[src/hdl/multi_channel_soft_timer_assert.svh]
// assertion macros used by the soft timer controller
`ifndef MULTI_CHANNEL_SOFT_TIMER_ASSERT_SVH
`define MULTI_CHANNEL_SOFT_TIMER_ASSERT_SVH

// same-cycle implication
`define MCST_ASSERT_IMP(label, clk, rst_n, ante, cons, msg) \
	label: assert property (@(posedge clk) disable iff (!rst_n) (ante) |-> (cons)) \
		else $error(msg);

// next-cycle implication
`define MCST_ASSERT_NXT(label, clk, rst_n, ante, cons, msg) \
	label: assert property (@(posedge clk) disable iff (!rst_n) (ante) |=> (cons)) \
		else $error(msg);

`endif

[src/hdl/mcst_pkg.sv]
// types and constants of the soft timer bank
package mcst_pkg;

	localparam int NUM_TIMERS  = 8;
	localparam int COUNT_WIDTH = 16;
	localparam int IDX_W       = (NUM_TIMERS > 1) ? $clog2(NUM_TIMERS) : 1;

	localparam int FUNC_W  = 3;
	localparam int TIDX_W  = 3;
	localparam int LOAD_W  = 16;
	localparam int MASK_W  = 8;
	localparam int TICK_W  = 32;
	localparam int IN_DW   = 24;
	localparam int OUT_DW  = 48;

	typedef enum logic [FUNC_W-1:0] {
		FN_TICK  = 3'd0,
		FN_SET   = 3'd1,
		FN_START = 3'd2,
		FN_STOP  = 3'd3,
		FN_RESET = 3'd4,
		FN_DELAY = 3'd5
	} fn_t;

	typedef enum logic [1:0] {
		ST_IDLE,
		ST_SWEEP,
		ST_EXEC,
		ST_DONE
	} state_t;

	typedef struct packed {
		logic             in_ready;
		logic             capture;
		logic             sweep;
		logic [IDX_W-1:0] sweep_idx;
		logic             exec;
		logic             load_out;
	} ctl_cmd_t;

	typedef struct packed {
		logic in_valid;
		logic in_is_tick;
		logic out_free;
	} dp_sts_t;

endpackage

[src/hdl/mcst_ctrl.sv]
// controller: sequences the per-timer sweep and result handoff
module mcst_ctrl (
	input  logic               clk,
	input  logic               arst_n,
	input  mcst_pkg::dp_sts_t  sts,
	output mcst_pkg::ctl_cmd_t cmd
);

	localparam logic [mcst_pkg::IDX_W-1:0] LAST_IDX = mcst_pkg::IDX_W'(mcst_pkg::NUM_TIMERS - 1);

	mcst_pkg::state_t              state_q, state_d;
	logic [mcst_pkg::IDX_W-1:0]    idx_q, idx_d;

	always_ff @(posedge clk or negedge arst_n) begin
		if (!arst_n) begin
			state_q <= mcst_pkg::ST_IDLE;
			idx_q   <= '0;
		end else begin
			state_q <= state_d;
			idx_q   <= idx_d;
		end
	end

	always_comb begin
		state_d       = state_q;
		idx_d         = idx_q;
		cmd           = '0;
		cmd.sweep_idx = idx_q;
		unique case (state_q)
			mcst_pkg::ST_IDLE: begin
				cmd.in_ready = 1'b1;
				if (sts.in_valid) begin
					cmd.capture = 1'b1;
					idx_d       = '0;
					state_d     = sts.in_is_tick ? mcst_pkg::ST_SWEEP : mcst_pkg::ST_EXEC;
				end
			end
			mcst_pkg::ST_SWEEP: begin
				cmd.sweep = 1'b1;
				if (idx_q == LAST_IDX) begin
					state_d = mcst_pkg::ST_DONE;
				end else begin
					idx_d = idx_q + 1'b1;
				end
			end
			mcst_pkg::ST_EXEC: begin
				cmd.exec = 1'b1;
				state_d  = mcst_pkg::ST_DONE;
			end
			mcst_pkg::ST_DONE: begin
				if (sts.out_free) begin
					cmd.load_out = 1'b1;
					state_d      = mcst_pkg::ST_IDLE;
				end
			end
			default: begin
				state_d = mcst_pkg::ST_IDLE;
			end
		endcase
	end

`include "multi_channel_soft_timer_assert.svh"

	`MCST_ASSERT_NXT(a_tick_starts_sweep, clk, arst_n, cmd.capture && sts.in_is_tick, state_q == mcst_pkg::ST_SWEEP && idx_q == '0, "tick did not start sweep at timer zero")
	`MCST_ASSERT_NXT(a_sweep_ends, clk, arst_n, state_q == mcst_pkg::ST_SWEEP && idx_q == LAST_IDX, state_q == mcst_pkg::ST_DONE, "sweep overran last timer")
	`MCST_ASSERT_IMP(a_load_when_free, clk, arst_n, cmd.load_out, sts.out_free, "result loaded over a pending result")
	`MCST_ASSERT_NXT(a_load_returns_idle, clk, arst_n, cmd.load_out, state_q == mcst_pkg::ST_IDLE && cmd.in_ready, "not ready after result handoff")

endmodule

[src/hdl/mcst_datapath.sv]
// datapath: timer bank, tick and delay counters, output register
module mcst_datapath (
	input  logic                        clk,
	input  logic                        arst_n,
	input  mcst_pkg::ctl_cmd_t          cmd,
	output mcst_pkg::dp_sts_t           sts,
	input  logic                        s_axis_tvalid,
	output logic                        s_axis_tready,
	input  logic [mcst_pkg::IN_DW-1:0]  s_axis_tdata,
	input  logic [mcst_pkg::FUNC_W-1:0] s_axis_tuser,
	output logic                        m_axis_tvalid,
	input  logic                        m_axis_tready,
	output logic [mcst_pkg::OUT_DW-1:0] m_axis_tdata
);

	localparam int N  = mcst_pkg::NUM_TIMERS;
	localparam int CW = mcst_pkg::COUNT_WIDTH;

	// captured request
	mcst_pkg::fn_t                  func_q;
	logic [mcst_pkg::TIDX_W-1:0]    tidx_q;
	logic [mcst_pkg::LOAD_W-1:0]    value_q;
	logic                           one_q;

	// timer bank
	logic [N-1:0]                   en_q;
	logic [N-1:0]                   os_q;
	logic [CW-1:0]                  cnt_q [N];
	logic [CW-1:0]                  rel_q [N];

	logic [mcst_pkg::TICK_W-1:0]    tick_q;
	logic [mcst_pkg::LOAD_W-1:0]    delay_q;
	logic [N-1:0]                   fired_q;

	logic                           out_valid_q;
	logic [mcst_pkg::OUT_DW-1:0]    out_data_q;

	logic [mcst_pkg::IDX_W-1:0]     xsel;
	logic                           xvalid;
	logic [CW-1:0]                  dec;

	assign xsel   = mcst_pkg::IDX_W'(tidx_q);
	assign xvalid = 32'(tidx_q) < N;
	assign dec    = cnt_q[cmd.sweep_idx] - 1'b1;

	assign sts.in_valid   = s_axis_tvalid;
	assign sts.in_is_tick = s_axis_tuser == mcst_pkg::FN_TICK;
	assign sts.out_free   = !out_valid_q || m_axis_tready;

	assign s_axis_tready = cmd.in_ready;
	assign m_axis_tvalid = out_valid_q;
	assign m_axis_tdata  = out_data_q;

	always_ff @(posedge clk) begin
		if (cmd.capture) begin
			func_q  <= mcst_pkg::fn_t'(s_axis_tuser);
			tidx_q  <= s_axis_tdata[2:0];
			value_q <= s_axis_tdata[18:3];
			one_q   <= s_axis_tdata[19];
		end
		if (cmd.load_out) begin
			out_data_q <= {7'd0, delay_q != '0, tick_q, mcst_pkg::MASK_W'(fired_q)};
		end
	end

	always_ff @(posedge clk or negedge arst_n) begin
		if (!arst_n) begin
			en_q        <= '0;
			os_q        <= '0;
			tick_q      <= '0;
			delay_q     <= '0;
			fired_q     <= '0;
			out_valid_q <= 1'b0;
			for (int i = 0; i < N; i++) begin
				cnt_q[i] <= '0;
				rel_q[i] <= '0;
			end
		end else begin
			if (cmd.capture) begin
				fired_q <= '0;
				if (sts.in_is_tick) begin
					tick_q <= tick_q + 1'b1;
					if (delay_q != '0) begin
						delay_q <= delay_q - 1'b1;
					end
				end
			end
			// one timer per cycle during a tick sweep
			if (cmd.sweep && en_q[cmd.sweep_idx]) begin
				if (dec == '0) begin
					cnt_q[cmd.sweep_idx]   <= rel_q[cmd.sweep_idx];
					fired_q[cmd.sweep_idx] <= 1'b1;
					if (os_q[cmd.sweep_idx]) begin
						en_q[cmd.sweep_idx] <= 1'b0;
					end
				end else begin
					cnt_q[cmd.sweep_idx] <= dec;
				end
			end
			if (cmd.exec) begin
				case (func_q)
					mcst_pkg::FN_DELAY: begin
						delay_q <= value_q;
					end
					mcst_pkg::FN_SET: begin
						if (xvalid) begin
							os_q[xsel]  <= one_q;
							cnt_q[xsel] <= CW'(value_q);
							rel_q[xsel] <= CW'(value_q);
						end
					end
					mcst_pkg::FN_START: begin
						if (xvalid) begin
							en_q[xsel] <= 1'b1;
						end
					end
					mcst_pkg::FN_STOP: begin
						if (xvalid) begin
							en_q[xsel] <= 1'b0;
						end
					end
					mcst_pkg::FN_RESET: begin
						if (xvalid) begin
							en_q[xsel]  <= 1'b0;
							cnt_q[xsel] <= rel_q[xsel];
						end
					end
					default: begin
					end
				endcase
			end
			if (cmd.load_out) begin
				out_valid_q <= 1'b1;
			end else if (m_axis_tready) begin
				out_valid_q <= 1'b0;
			end
		end
	end

endmodule

[src/hdl/multi_channel_soft_timer.sv]
// top level of the multi-channel soft timer bank
// usage:
//   one request enters on the s_axis channel; tuser selects the function
//   (tick, set, start, stop, reset, delay load), tdata carries timer index,
//   load value and the one-shot flag
//   each request yields exactly one response on m_axis: fired mask, the
//   free-running tick count and the delay-busy flag
// throughput:
//   a tick sweeps the bank one timer per cycle, then its response loads into
//   the output register once that is free; other requests pass through a
//   single execute step instead; the controller takes no new request until
//   the previous response is loaded; the timer sweep sets the rate
// reset:
//   arst_n clears all timers (disabled, periodic, count and reload zero),
//   the tick and delay counters and any pending response
// stalls:
//   a response waits in the output register while m_axis_tready is low;
//   the next request may be accepted meanwhile, but its response holds
//   until the pending one is taken
module multi_channel_soft_timer (
	input  logic        clk,
	input  logic        arst_n,
	input  logic        s_axis_tvalid,
	output logic        s_axis_tready,
	input  logic [23:0] s_axis_tdata,  // timer_index[2:0], load_value[18:3], one_shot[19]
	input  logic [2:0]  s_axis_tuser,  // func[2:0]
	output logic        m_axis_tvalid,
	input  logic        m_axis_tready,
	output logic [47:0] m_axis_tdata   // fired_mask[7:0], tick_count[39:8], delay_busy[40]
);

	mcst_pkg::ctl_cmd_t cmd;
	mcst_pkg::dp_sts_t  sts;

	// sequencing of sweep, command execution and response handoff
	mcst_ctrl u_ctrl (
		.clk    (clk),
		.arst_n (arst_n),
		.sts    (sts),
		.cmd    (cmd)
	);

	// timer state and response register
	mcst_datapath u_dp (
		.clk           (clk),
		.arst_n        (arst_n),
		.cmd           (cmd),
		.sts           (sts),
		.s_axis_tvalid (s_axis_tvalid),
		.s_axis_tready (s_axis_tready),
		.s_axis_tdata  (s_axis_tdata),
		.s_axis_tuser  (s_axis_tuser),
		.m_axis_tvalid (m_axis_tvalid),
		.m_axis_tready (m_axis_tready),
		.m_axis_tdata  (m_axis_tdata)
	);

endmodule
[config.mk]
export PLATFORM = sky130hd
export DESIGN_NAME = multi_channel_soft_timer
export DESIGN_NICKNAME = d
export VERILOG_FILES = /design/src/hdl/mcst_pkg.sv /design/src/hdl/mcst_ctrl.sv /design/src/hdl/mcst_datapath.sv /design/src/hdl/multi_channel_soft_timer.sv
export VERILOG_INCLUDE_DIRS = /design/src /design/src/hdl
export SDC_FILE = /design/constraint.sdc
export NUM_CORES = 1
export LEC_CHECK = 0
export CORE_MARGIN = 2
export CORE_UTILIZATION = 40
export CTS_BUF_LIST = sky130_fd_sc_hd__clkbuf_2
export CTS_CLUSTER_DIAMETER = 30
export DETAILED_ROUTE_END_ITERATION = 12
export DONT_BUFFER_PORTS = 1
export SLEW_MARGIN = 25
export SYNTH_ARGS = -nofsm -noshare
export SYNTH_HDL_FRONTEND = slang
export SYNTH_SLANG_ARGS = --single-unit
export TNS_END_PERCENT = 5
[constraint.sdc]
create_clock -name clk -period 3.5 [get_ports clk]
set_clock_uncertainty 0.2 [all_clocks]
set_input_delay 0.35 -clock clk [delete_from_list [all_inputs] [get_ports clk]]
set_output_delay 0.35 -clock clk [all_outputs]
set_load 0.1 [all_outputs]
==> results of run 1 <==
through the flow:
step	cell area, um2	util, %
6_report	24700	49.2
4_1_cts	24400	48.7
2_1_floorplan	20400	-
3_5_place_dp	22500	44.8
3_3_place_gp	22500	44.8
5_1_grt	24700	49.2
registers in the layout (all words and copies together), names as in the netlist:
signal / count
u_dp.rel_q: 128
u_dp.fired_q: 8
u_dp.tick_q: 32
u_dp.one_q: 1
u_dp.value_q: 16
u_dp.os_q: 8
u_ctrl.idx_q: 3
u_dp.func_q: 3
u_dp.m_axis_tvalid: 1
u_ctrl.state_q: 2
u_dp.cnt_q: 128
u_dp.delay_q: 16
u_dp.tidx_q: 3
u_dp.en_q: 8
u_dp.m_axis_tdata: 41
final cells by class:
cell class / instances / area share (%)
Timing Repair Buffer: 293 / 11.1
Clock buffer: 167 / 3.39
Tap cell: 672 / 3.41
Multi-Input combinational cell: 1392 / 39.1
Inverter: 18 / 0.289
Antenna cell: 7 / 0.0710
Clock inverter: 41 / 0.954
Sequential cell: 398 / 41.7
timing repair:
| action | CTS | global route |
|---|---|---|
| endpoints found under the setup margin | 144 | 144 |
| cloned | 1 | 1 |
| pin swaps | 61 | 29 |
| hold endpoints to repair | 423 | 334 |
| setup buffers | 17 | 4 |
| gates resized for setup | 39 | 32 |
logic make-up (layout without fill, tap and decap cells):
family          Yosys count  after routing
compound gates          506            506
buf+inv                 168            519
other cells               1             14
flops                   398            398
fa+ha+maj                11             11
simple gates            618            618
xor+xnor                 53             53
mux                     197            197
layout by cell type, fill, tap and decap left out, types with 9 or more instances in the layout:
cell / instances
dfrtp_1: 331
inv_1: 16
a21boi_0: 33
o31ai_1: 15
a21oi_1: 178
nor2_1: 191
clkinv_2: 10
dlygate4sd3_1: 52
edfxtp_1: 64
xnor2_1: 37
clkbuf_2: 167
o22ai_1: 10
nand3_1: 67
mux2i_1: 25
nand2b_1: 11
and3_1: 11
o221ai_1: 35
xor2_1: 13
buf_4: 202
a311o_1: 39
nor3_1: 10
o211ai_1: 32
nand4_1: 14
nor2_2: 9
o2111ai_1: 41
buf_6: 12
nand2_1: 208
mux4_2: 27
and2_1: 13
buf_12: 23
mux2_2: 138
ha_1: 9
a31oi_1: 22
or3_1: 20
o21ai_0: 52
clkinv_1: 25
layer usage:
layer | GRT usage [%] | wire (um) | part of all wire [%] | vias up
li1 | - | - | - | 7825
met1 | 37.1 | 30300 | 41 | 8972
met2 | 42.4 | 33000 | 45 | 924
met3 | 6.01 | 6590 | 9.0 | 227
met4 | 13.7 | 3560 | 4.8 | 0
met5 | 0 | 0 | 0 | -
power groups by stage:
stage,Clock [W],Sequential [W],Combinational (W)
global placement,0,0.00826,0.00730
CTS,0.00362,0.00820,0.00792
floorplan,0,0.00777,0.00489
finish,0.00355,0.00826,0.00834
global route,0.00392,0.00842,0.00890
detailed placement,0,0.00833,0.00747
how the worst max path moves through the flow:
stage	slack [ps]	to
final	-180	u_dp.cnt_q[71]
after global routing	-270	u_dp.en_q[4]
after CTS	-150	u_dp.cnt_q[48]
after detailed placement	-430	u_dp.cnt_q[92]
after global placement	-410	u_dp.cnt_q[64]
after floorplan	-120	u_dp.cnt_q[62]
worst register-to-register path, stage by stage (launching register included):
cell and delay [ps]:
dfrtp_2 430, buf_12 140, mux2_2 370, a31oi_4 190
o211a_1 190, ha_2 190, nand4_1 210, or3_1 390
a211o_1 310, a2111oi_4 210, buf_6 180, buf_12 160
buf_16 230, a311o_1 210
==> results by group, run 1 <==
Worst setup path
  – Reg2reg end: u_dp.cnt_q[71]
  – Worst-path cell chain: buf_12, mux2_2, a31oi_4, o211a_1, ha_2, nand4_1, or3_1, a211o_1, a2111oi_4, buf_6, buf_12, buf_16, a311o_1
  – Cell mode on critical path: buf_12
  – Slowest cell on the critical path: dfrtp_2
  – CP Capture Type: register
  – Buf+Inv Stages, Crit Path: 4
  – Critical path startpoint category: register
  – Worst EP required: 4400 ps
  – Peak per-stage delay on the critical path: ~430 ps
  – Cells on worst reg2reg path: 13
  – Worst path depth: 13
  – Critical path type: register to register
  – Family with the most delay on the worst path: compound AO/OA/AOI/OAI gates
  – Crit Reg-Reg Startpoint: u_ctrl.idx_q[1]
  – Crit path from: u_ctrl.idx_q[1]
  – CP Max Fanout: 39
  – Crit path arrival time: 4580 ps
  – R2r setup slk: -180 ps

Clock network
  – TritonCTS buffer count: 112
  – Sink Count: 398
  – CTS tree: built
  – Clock slew at reported path FFs: 110 ps
  – Number of H-tree levels: 3
  – Clock Path Buffers: 3
  – Worst-skew pair later-pin latency: 1230 ps
  – CTS root buf: clkbuf_2
  – Hold Buf Count CTS: 52

Floorplan
  – Core area: between 50000 and 60000 um2
  – Die W: roughly 230 um
  – I/O pin cnt: 81
  – Die height: 229 um
  – Die Area: ~53000 um2
  – Initial Utilization: 40.5%
  – Row count: 82

Layout
  – Multi-input gate area: approximately 9700 um2
  – Fillers: 4604
  – Final net count: 2257
  – Layout cells sized above 1: 28.5%
  – Layout area overhead: 21.3%
  – FF/Latch Area: 10300 um2
  – Cell Count, Final, Fillers Out: approximately 3000

Synth
  – Synthesized-area fraction occupied by adder cells: 0.677%
  – Flops & latches, synth: 398
  – XOR/XNOR share of the synthesized area: 2.28%
  – Top cells by area, synth: dfrtp_1 (41%), edfxtp_1 (9.5%), mux2_2 (7.6%)
  – Dominant cell type by area after synthesis: dfrtp_1
  – Synth top area share: about 41%
  – Netlist cell types: 73
  – Synth Area in Compound Gates: 16.8%
  – Simple-gate share of the synthesized area: roughly 14%
  – Synth Instances: 1952
  – Syn Area/Cell: 10.4 um2
  – Seq/Total Area, Yosys: 50.6%
  – Number of flops mapped to enable cells by yosys: 64
  – Post-Syn Area: 20300 um2
  – Async set-or-reset flop fraction in the synthesized netlist: 83.9%
  – Post-synthesis mux area share: 12.3%
  – Syn. warnings: 0
  – Top-count cell post-synth: dfrtp_1
  – Largest family of logic cells by synthesized area: compound AO/OA/AOI/OAI gates
  – Ys flop type: dfrtp_1
  – Post-synth top cells: dfrtp_1 (334), nand2_1 (209), nor2_1 (202), a21oi_1 (179), mux2_2 (138)

Global routing
  – Grt total ovfl: 0
  – Global-route wire length before repair: 110 mm
  – Gr usage total: 27.7%
  – Largest net degree at the start of global routing: 335
  – Initial antenna violation count: 2
  – Number of global-route vias before repair: 17900

Timing
  – Relative slew slack: about 14%
  – Final Worst Setup Slack: -180 ps
  – Setup TNS: -13630 ps
  – Fmax: approximately 270 MHz
  – Hold slack: -1340 ps
  – Worst Tran Pin Value: 1290 ps
  – Final Cycle Share: 105%
  – Max Slew Vio Count: 0
  – Final Hold Fails: between 300 and 400
  – RSZ-0062 raised after global routing: true
  – Period minus WS final: ~3700 ps
  – Final Setup Violations: 140

Pwr
  – Sequential Power Share: 41.0%
  – Psw: roughly 0.0084 W
  – Sw Ratio: 41.8%
  – Cell-internal power: 0.0117 W
  – Peak supply drop: 0.463 mV
  – Pwr/cell area: 817 nW/um2
  – Clock power share: 17.6%
  – Lkg Pwr: 10.4 nW
  – Power consumption: 0.0202 W
  – Combinational power share: 41.4%

Routing
  – DRC: 0
  – DR iter-0 viols: about 1900
  – Routed WL per cell: 24.6 um
  – Vias: between 15000 and 20000
  – Drt pass-1 iters: 5
  – Antenna-violating nets left: 0
  – Final wirelength: 73.4 mm
  – Routed vias/inst: 6.01

Outcome
  – Status: complete, but fails checks
  – Failing checks: negative hold slack, negative setup slack

Placed design
  – Buffers on Ports: 0
  – Placer Congestion: 0.938
  – Place WS: -432 ps
  – Post-DP HPWL: 48.2 mm
  – Inst Count DP: 2699

Run
  – MaxCap Viol Count: 0

Worst hold path
  – Class of the tightest hold or removal check: input pin to async pin
No activity file was read; power rests on OpenSTA's default activity.
==> run 2: changes to the inputs <==
Settings changed: BUFFER_PORTS_ARGS from default to -buffer_cell sky130_fd_sc_hd__buf_2, CORE_ASPECT_RATIO from default to 1.5, DONT_BUFFER_PORTS 1 to default.
==> run 2 against run 1 <==
  * The run ends with negative setup slack left
  * Count of clock-buffer cells in the layout is 28 lower
  * Global-route usage increased by 0.26 points
  * Sequential share of layout area grew 0.21 points
  * Sequential power is 6.3% lower
  * Critical path depth is 2 lower
  * First-iteration DRC count shrank 19%
  * Worst setup slack got worse by 170 ps
  * Via count decreased by 0.61%
  * Maximum frequency decreased by 4.4%
==> results by group, run 2 (synthesized netlist as in run 1, its figures left out) <==
Outcome
  – Status: complete, but fails checks
  – Failing checks: negative setup slack

Timing
  – Max Slew Vio Count: 0
  – Relative slew slack: 39.2%
  – Fmax: ~260 MHz
  – Period minus WS final: 3850 ps
  – Final Cycle Share: 110%
  – Final Worst Setup Slack: -348 ps
  – RSZ-0062 raised after global routing: true
  – Worst Tran Pin Value: a little over 900 ps
  – Final Setup Violations: 144
  – Final Hold Fails: 0

Floorplan
  – I/O pin cnt: 81
  – Core area: 50400 um2
  – Die height: 280 um
  – Row count: just over 100
  – Die Area: 52700 um2
  – Die W: 188 um
  – Initial Utilization: 40.3%

Global routing
  – Largest net degree at the start of global routing: 97
  – Gr usage total: between 20 and 30%
  – Grt met3 use: 5.69%
  – Grt total ovfl: 0
  – Initial antenna violation count: 2
  – Global-route wire length before repair: 110 mm
  – M1 GR Usage: 31.1%
  – Met2 GRT Util: between 40% and 50%
  – Most used routing layer: met2
  – Number of global-route vias before repair: 18300

Routing
  – Routed vias/inst: 5.97
  – DR iter-0 viols: 1503
  – Routed WL per cell: 24.7 um
  – DRC: 0
  – Antenna-violating nets left: 0
  – Drt pass-1 iters: 7
  – Vias: between 15000 and 20000
  – Final wirelength: roughly 74 mm

Pwr
  – Lkg Pwr: 10.4 nW
  – Power consumption: between 0.015 and 0.02 W
  – Pwr/cell area: 803 nW/um2
  – Peak supply drop: approximately 0.36 mV

Clock network
  – Worst-skew pair later-pin latency: 1160 ps
  – Sink Count: 398
  – Clock Path Buffers: 3
  – CTS root buf: clkbuf_2
  – Clock slew at reported path FFs: 110 ps
  – CTS tree: built
  – TritonCTS buffer count: 99
  – Number of H-tree levels: 3

Worst setup path
  – Worst-path cell chain: mux4_2, mux2i_4, ha_4, nand4_1, buf_4, or4b_4, or3_4, a21oi_2, buf_6, a21boi_1, a311o_1
  – Family with the most delay on the worst path: simple AND/OR/NAND/NOR gates
  – Critical path type: register to register
  – CP Capture Type: register
  – Crit path arrival time: 4660 ps
  – Peak per-stage delay on the critical path: 570 ps
  – Worst EP required: about 4300 ps
  – Critical path startpoint category: register
  – CP Max Fanout: 8
  – Slowest cell on the critical path: dfrtp_4
  – Buf+Inv Stages, Crit Path: 2

Run
  – MaxCap Viol Count: 0

Layout
  – Post-route cell area: 24500 um2
  – Most common cell after layout, fill and taps aside: dfrtp_1
  – Final Util: between 40% and 50%
  – Most frequent cells in the layout: dfrtp_1 (331), nand2_1 (209), nor2_1 (193)
  – Layout area overhead: 20.8%
  – Layout cells sized above 1: around 29%
  – Final net count: about 2300

Placed design
  – Post-DP HPWL: 49.8 mm
  – Placer Congestion: 0.971
  – Buffers on Ports: 69
  – Placed cell area: 22600 um2

Worst hold path
  – Class of the tightest hold or removal check: input pin to register
[run 2: repair_timing]
item | CTS | global route
hold endpoints to repair | 412 | 0
cloned | 4 | 0
endpoints found under the setup margin | 144 | 144
pin swaps | 63 | 16
setup buffers | 7 | 2
hold buffers | 53 | 0
resized for setup | 45 | 16
[run 2: cell type report]
type / count / area (um2)
fill: 4725 / 25900
sequential: 398 / 10300
multi-input combinational: 1392 / 9630
timing repair buffer: 330 / 2790
tap: 669 / 837
clock buffer: 139 / 696
clock inverter: 39 / 228
inverter: 18 / 71.3
antenna: 2 / 5.00
[run 2: worst register-to-register path, stage by stage, from the launching register on]
cell and delay, ps:
dfrtp_4 570, mux4_2 580, mux2i_4 240, ha_4 210
nand4_1 150, buf_4 190, or4b_4 540, or3_4 370
a21oi_2 150, buf_6 150, a21boi_1 70, a311o_1 320
[run 2: where the power goes]
| part | leakage (nW) | switching, W | internal [W] | total [W] |
|---|---|---|---|---|
| clock network | 0.692 | 0.00206 | 0.00120 | 0.00326 |
| logic | 4.68 | 0.00494 | 0.00377 | 0.00871 |
| registers | 5.07 | 0.00138 | 0.00636 | 0.00774 |
[run 2: per-layer routing]
layer / wire length, um / up-vias
li1: - / 7809
met2: 35600 / 959
met1: 26500 / 8730
met4: 5870 / 2
met5: 13 / -
met3: 5700 / 339
[run 2: path summary, 6_finish.rpt]
check | startpoint | endpoint | slack (ps) | cells after the start
setup / recovery | u_ctrl.idx_q[1] | u_dp.cnt_q[46] | -350 | 11
hold / removal | s_axis_tvalid | u_ctrl.idx_q[1] | 110 | 6
setup reg to reg | u_ctrl.idx_q[1] | u_dp.cnt_q[46] | -350 | 11
hold reg to reg | u_dp.fired_q[7] | u_dp.m_axis_tdata[7] | 270 | 0
max in group asynchronous | arst_n | u_dp.rel_q[58] | 2330 | 4
min in group asynchronous | arst_n | u_dp.delay_q[1] | 230 | 4
[run 2: stage by stage]
stage	setup TNS (ps)	hold slack [ps]	instances	setup WS, ps
final	-32960	107	2987	-348
after global routing	-59030	84.3	2986	-521
after detailed placement	-43600	241	2743	-408
after CTS	-31280	12.8	2985	-351
after floorplan	-9030	-146	1958	-122
after global placement	-35080	237	2742	-330
==> run 3: changes to the inputs <==
Settings changed: BUFFER_PORTS_ARGS -buffer_cell sky130_fd_sc_hd__buf_2 to -buffer_cell sky130_fd_sc_hd__clkbuf_2, SKIP_LAST_GASP from default to 1.
==> run 3 against run 2 <==
  * The run still ends with negative setup slack left
  * Critical path type unchanged
  * Cell area is 0.25% higher
  * Sequential share of layout area is 0.094 points lower
  * Combinational power is 0.6% lower
==> results by group, run 3 (synthesized netlist as in run 1, its figures left out) <==
Worst setup path
  – Critical path startpoint category: register
  – CP Capture Type: register
  – Peak per-stage delay on the critical path: 580 ps
  – Crit path from: u_ctrl.idx_q[0]
  – Cell mode on critical path: buf_4
  – Crit Reg-Reg Startpoint: u_ctrl.idx_q[0]
  – Slowest cell on the critical path: mux4_2
  – Crit path arrival time: 4670 ps
  – CP Max Fanout: 12
  – Worst EP required: about 4300 ps
  – Critical path type: register to register
  – Worst-path cell chain: buf_4, buf_4, buf_6, mux4_2, nor3_1, a21oi_2, nor2b_1, nand4_1, a2111oi_4, buf_4, buf_12, buf_12, clkbuf_16, o2111ai_1, o211ai_1

Clock network
  – Worst-skew pair later-pin latency: about 1200 ps
  – TritonCTS buffer count: 100
  – Clock Path Buffers: 3
  – CTS tree: built
  – Sink Count: between 300 and 400
  – Number of H-tree levels: 3
  – CTS root buf: clkbuf_2
  – Clock slew at reported path FFs: 120 ps

Routing
  – Routed WL per cell: 25.3 um
  – DR iter-0 viols: 1749
  – Antenna-violating nets left: 0
  – DRC: 0
  – Drt pass-1 iters: 6
  – Final wirelength: 76.0 mm
  – Vias: 18200
  – Routed vias/inst: 6.06

Timing
  – Worst Tran Pin Value: 752 ps
  – Final Setup Violations: 144
  – Hold slack: ~140 ps
  – Fmax: 260 MHz
  – RSZ-0062 raised after global routing: true
  – Relative slew slack: around half
  – Setup TNS: -34490 ps
  – Max Slew Vio Count: 0
  – Period minus WS final: 3850 ps
  – Final Hold Fails: 0
  – Final Cycle Share: 110%
  – Final Worst Setup Slack: -350 ps

Layout
  – Most frequent cells in the layout: dfrtp_1 (331), clkbuf_2 (210), nand2_1 (209)
  – Multi-input gate area: around 9500 um2
  – Final net count: about 2300
  – FF/Latch Area: between 10000 and 15000 um2
  – Layout area overhead: 21.1%
  – Layout cells sized above 1: 28.2%
  – Most common cell after layout, fill and taps aside: dfrtp_1
  – Cell Count, Final, Fillers Out: 3007
  – Fillers: around 4700

Floorplan
  – Initial Utilization: 40.3%
  – Die height: 280 um
  – Die W: 188 um
  – Row count: 101
  – Die Area: 52700 um2
  – Core area: 50400 um2
  – I/O pin cnt: between 80 and 90

Worst hold path
  – Class of the tightest hold or removal check: input pin to register
  – Hold Path Origin: s_axis_tvalid

Placed design
  – Post-DP HPWL: 50.8 mm
  – Buffers on Ports: 69
  – Inst Count DP: 2749
  – Placer Congestion: 0.967

Global routing
  – Global-route wire length before repair: 113 mm
  – Largest net degree at the start of global routing: 97
  – Initial antenna violation count: 2
  – Grt total ovfl: 0
  – Gr usage total: 28.8%
  – Number of global-route vias before repair: around 18000

Outcome
  – Status: complete, but fails checks
  – Failing checks: negative setup slack

Pwr
  – Pwr/cell area: around 800 nW/um2
  – Lkg Pwr: 10.5 nW
  – Peak supply drop: 0.384 mV

Run
  – MaxCap Viol Count: 0
## run 3: cell types whose count changed in the layout (fill, tap and decap cells not counted), moves of 7 or more
cell,change
buf_4,+22
buf_6,-8
clkbuf_2,+71
nor3b_1,+7
buf_2,-68
nor3b_2,-7
## run 3: path summary, 6_finish.rpt
path | to | slack (ps) | cells past startpoint
worst min register to register | u_dp.m_axis_tdata[39] | 210 | 0
worst max register to register | u_dp.cnt_q[89] | -350 | 15
min in group asynchronous | u_dp.rel_q[93] | 280 | 4
max in group asynchronous | u_dp.rel_q[117] | 2260 | 4
worst max-delay path | u_dp.cnt_q[89] | -350 | 15
worst min-delay path | u_dp.fired_q[7] | 140 | 5
## run 3: final cells by class
| cell class | count | share of cell area, % |
|---|---|---|
| Clock inverter | 38 | 0.920 |
| Sequential cell | 398 | 41.8 |
| Antenna cell | 3 | 0.0305 |
| Timing Repair Buffer | 347 | 12.0 |
| Inverter | 18 | 0.290 |
| Multi-Input combinational cell | 1392 | 38.6 |
| Clock buffer | 142 | 2.89 |
| Tap cell | 669 | 3.40 |
## run 3: what timing repair did
item | in CTS | in global routing
gates resized for setup | 15 | 7
pin swaps | 5 | 1
buffers inserted | 14 | 4
setup endpoints to repair | 144 | 144
endpoints found under the hold margin | 419 | 0
hold buffers | 53 | 0
gates cloned | 3 | 1
## run 3: per-layer routing
layer,GRT usage (%),share of wire (%),vias to the layer above
met5,0,0,-
met4,22.5,8.3,0
met3,5.85,8.2,297
met1,32.6,36,8994
met2,47.4,48,1039
li1,-,-,7880
## run 3: where the power goes
group          switching [W]  internal [W]
clock network        0.00204       0.00126
logic                0.00492       0.00374
registers            0.00141       0.00636
total                0.00837        0.0114
## run 3: worst max-delay path: cells and delay by family (launching register included)
family,cells,cell delay (ps)
AND/OR/NAND/NOR,3,530
multiplexers,1,580
AO/OA/AOI/OAI,4,620
buffers and inverters,7,1190
flip-flops,1,550
## run 3: through the flow
step	worst slack (ps)	power, W	utilization, %	area (um2)
3_3_place_gp	-319	0.0158	45.0	22700
3_5_place_dp	-369	0.0160	45.0	22700
2_1_floorplan	-122	0.0127	-	20400
5_1_grt	-450	0.0208	48.8	24600
6_report	-350	0.0197	48.8	24600
4_1_cts	-295	0.0196	48.6	24500
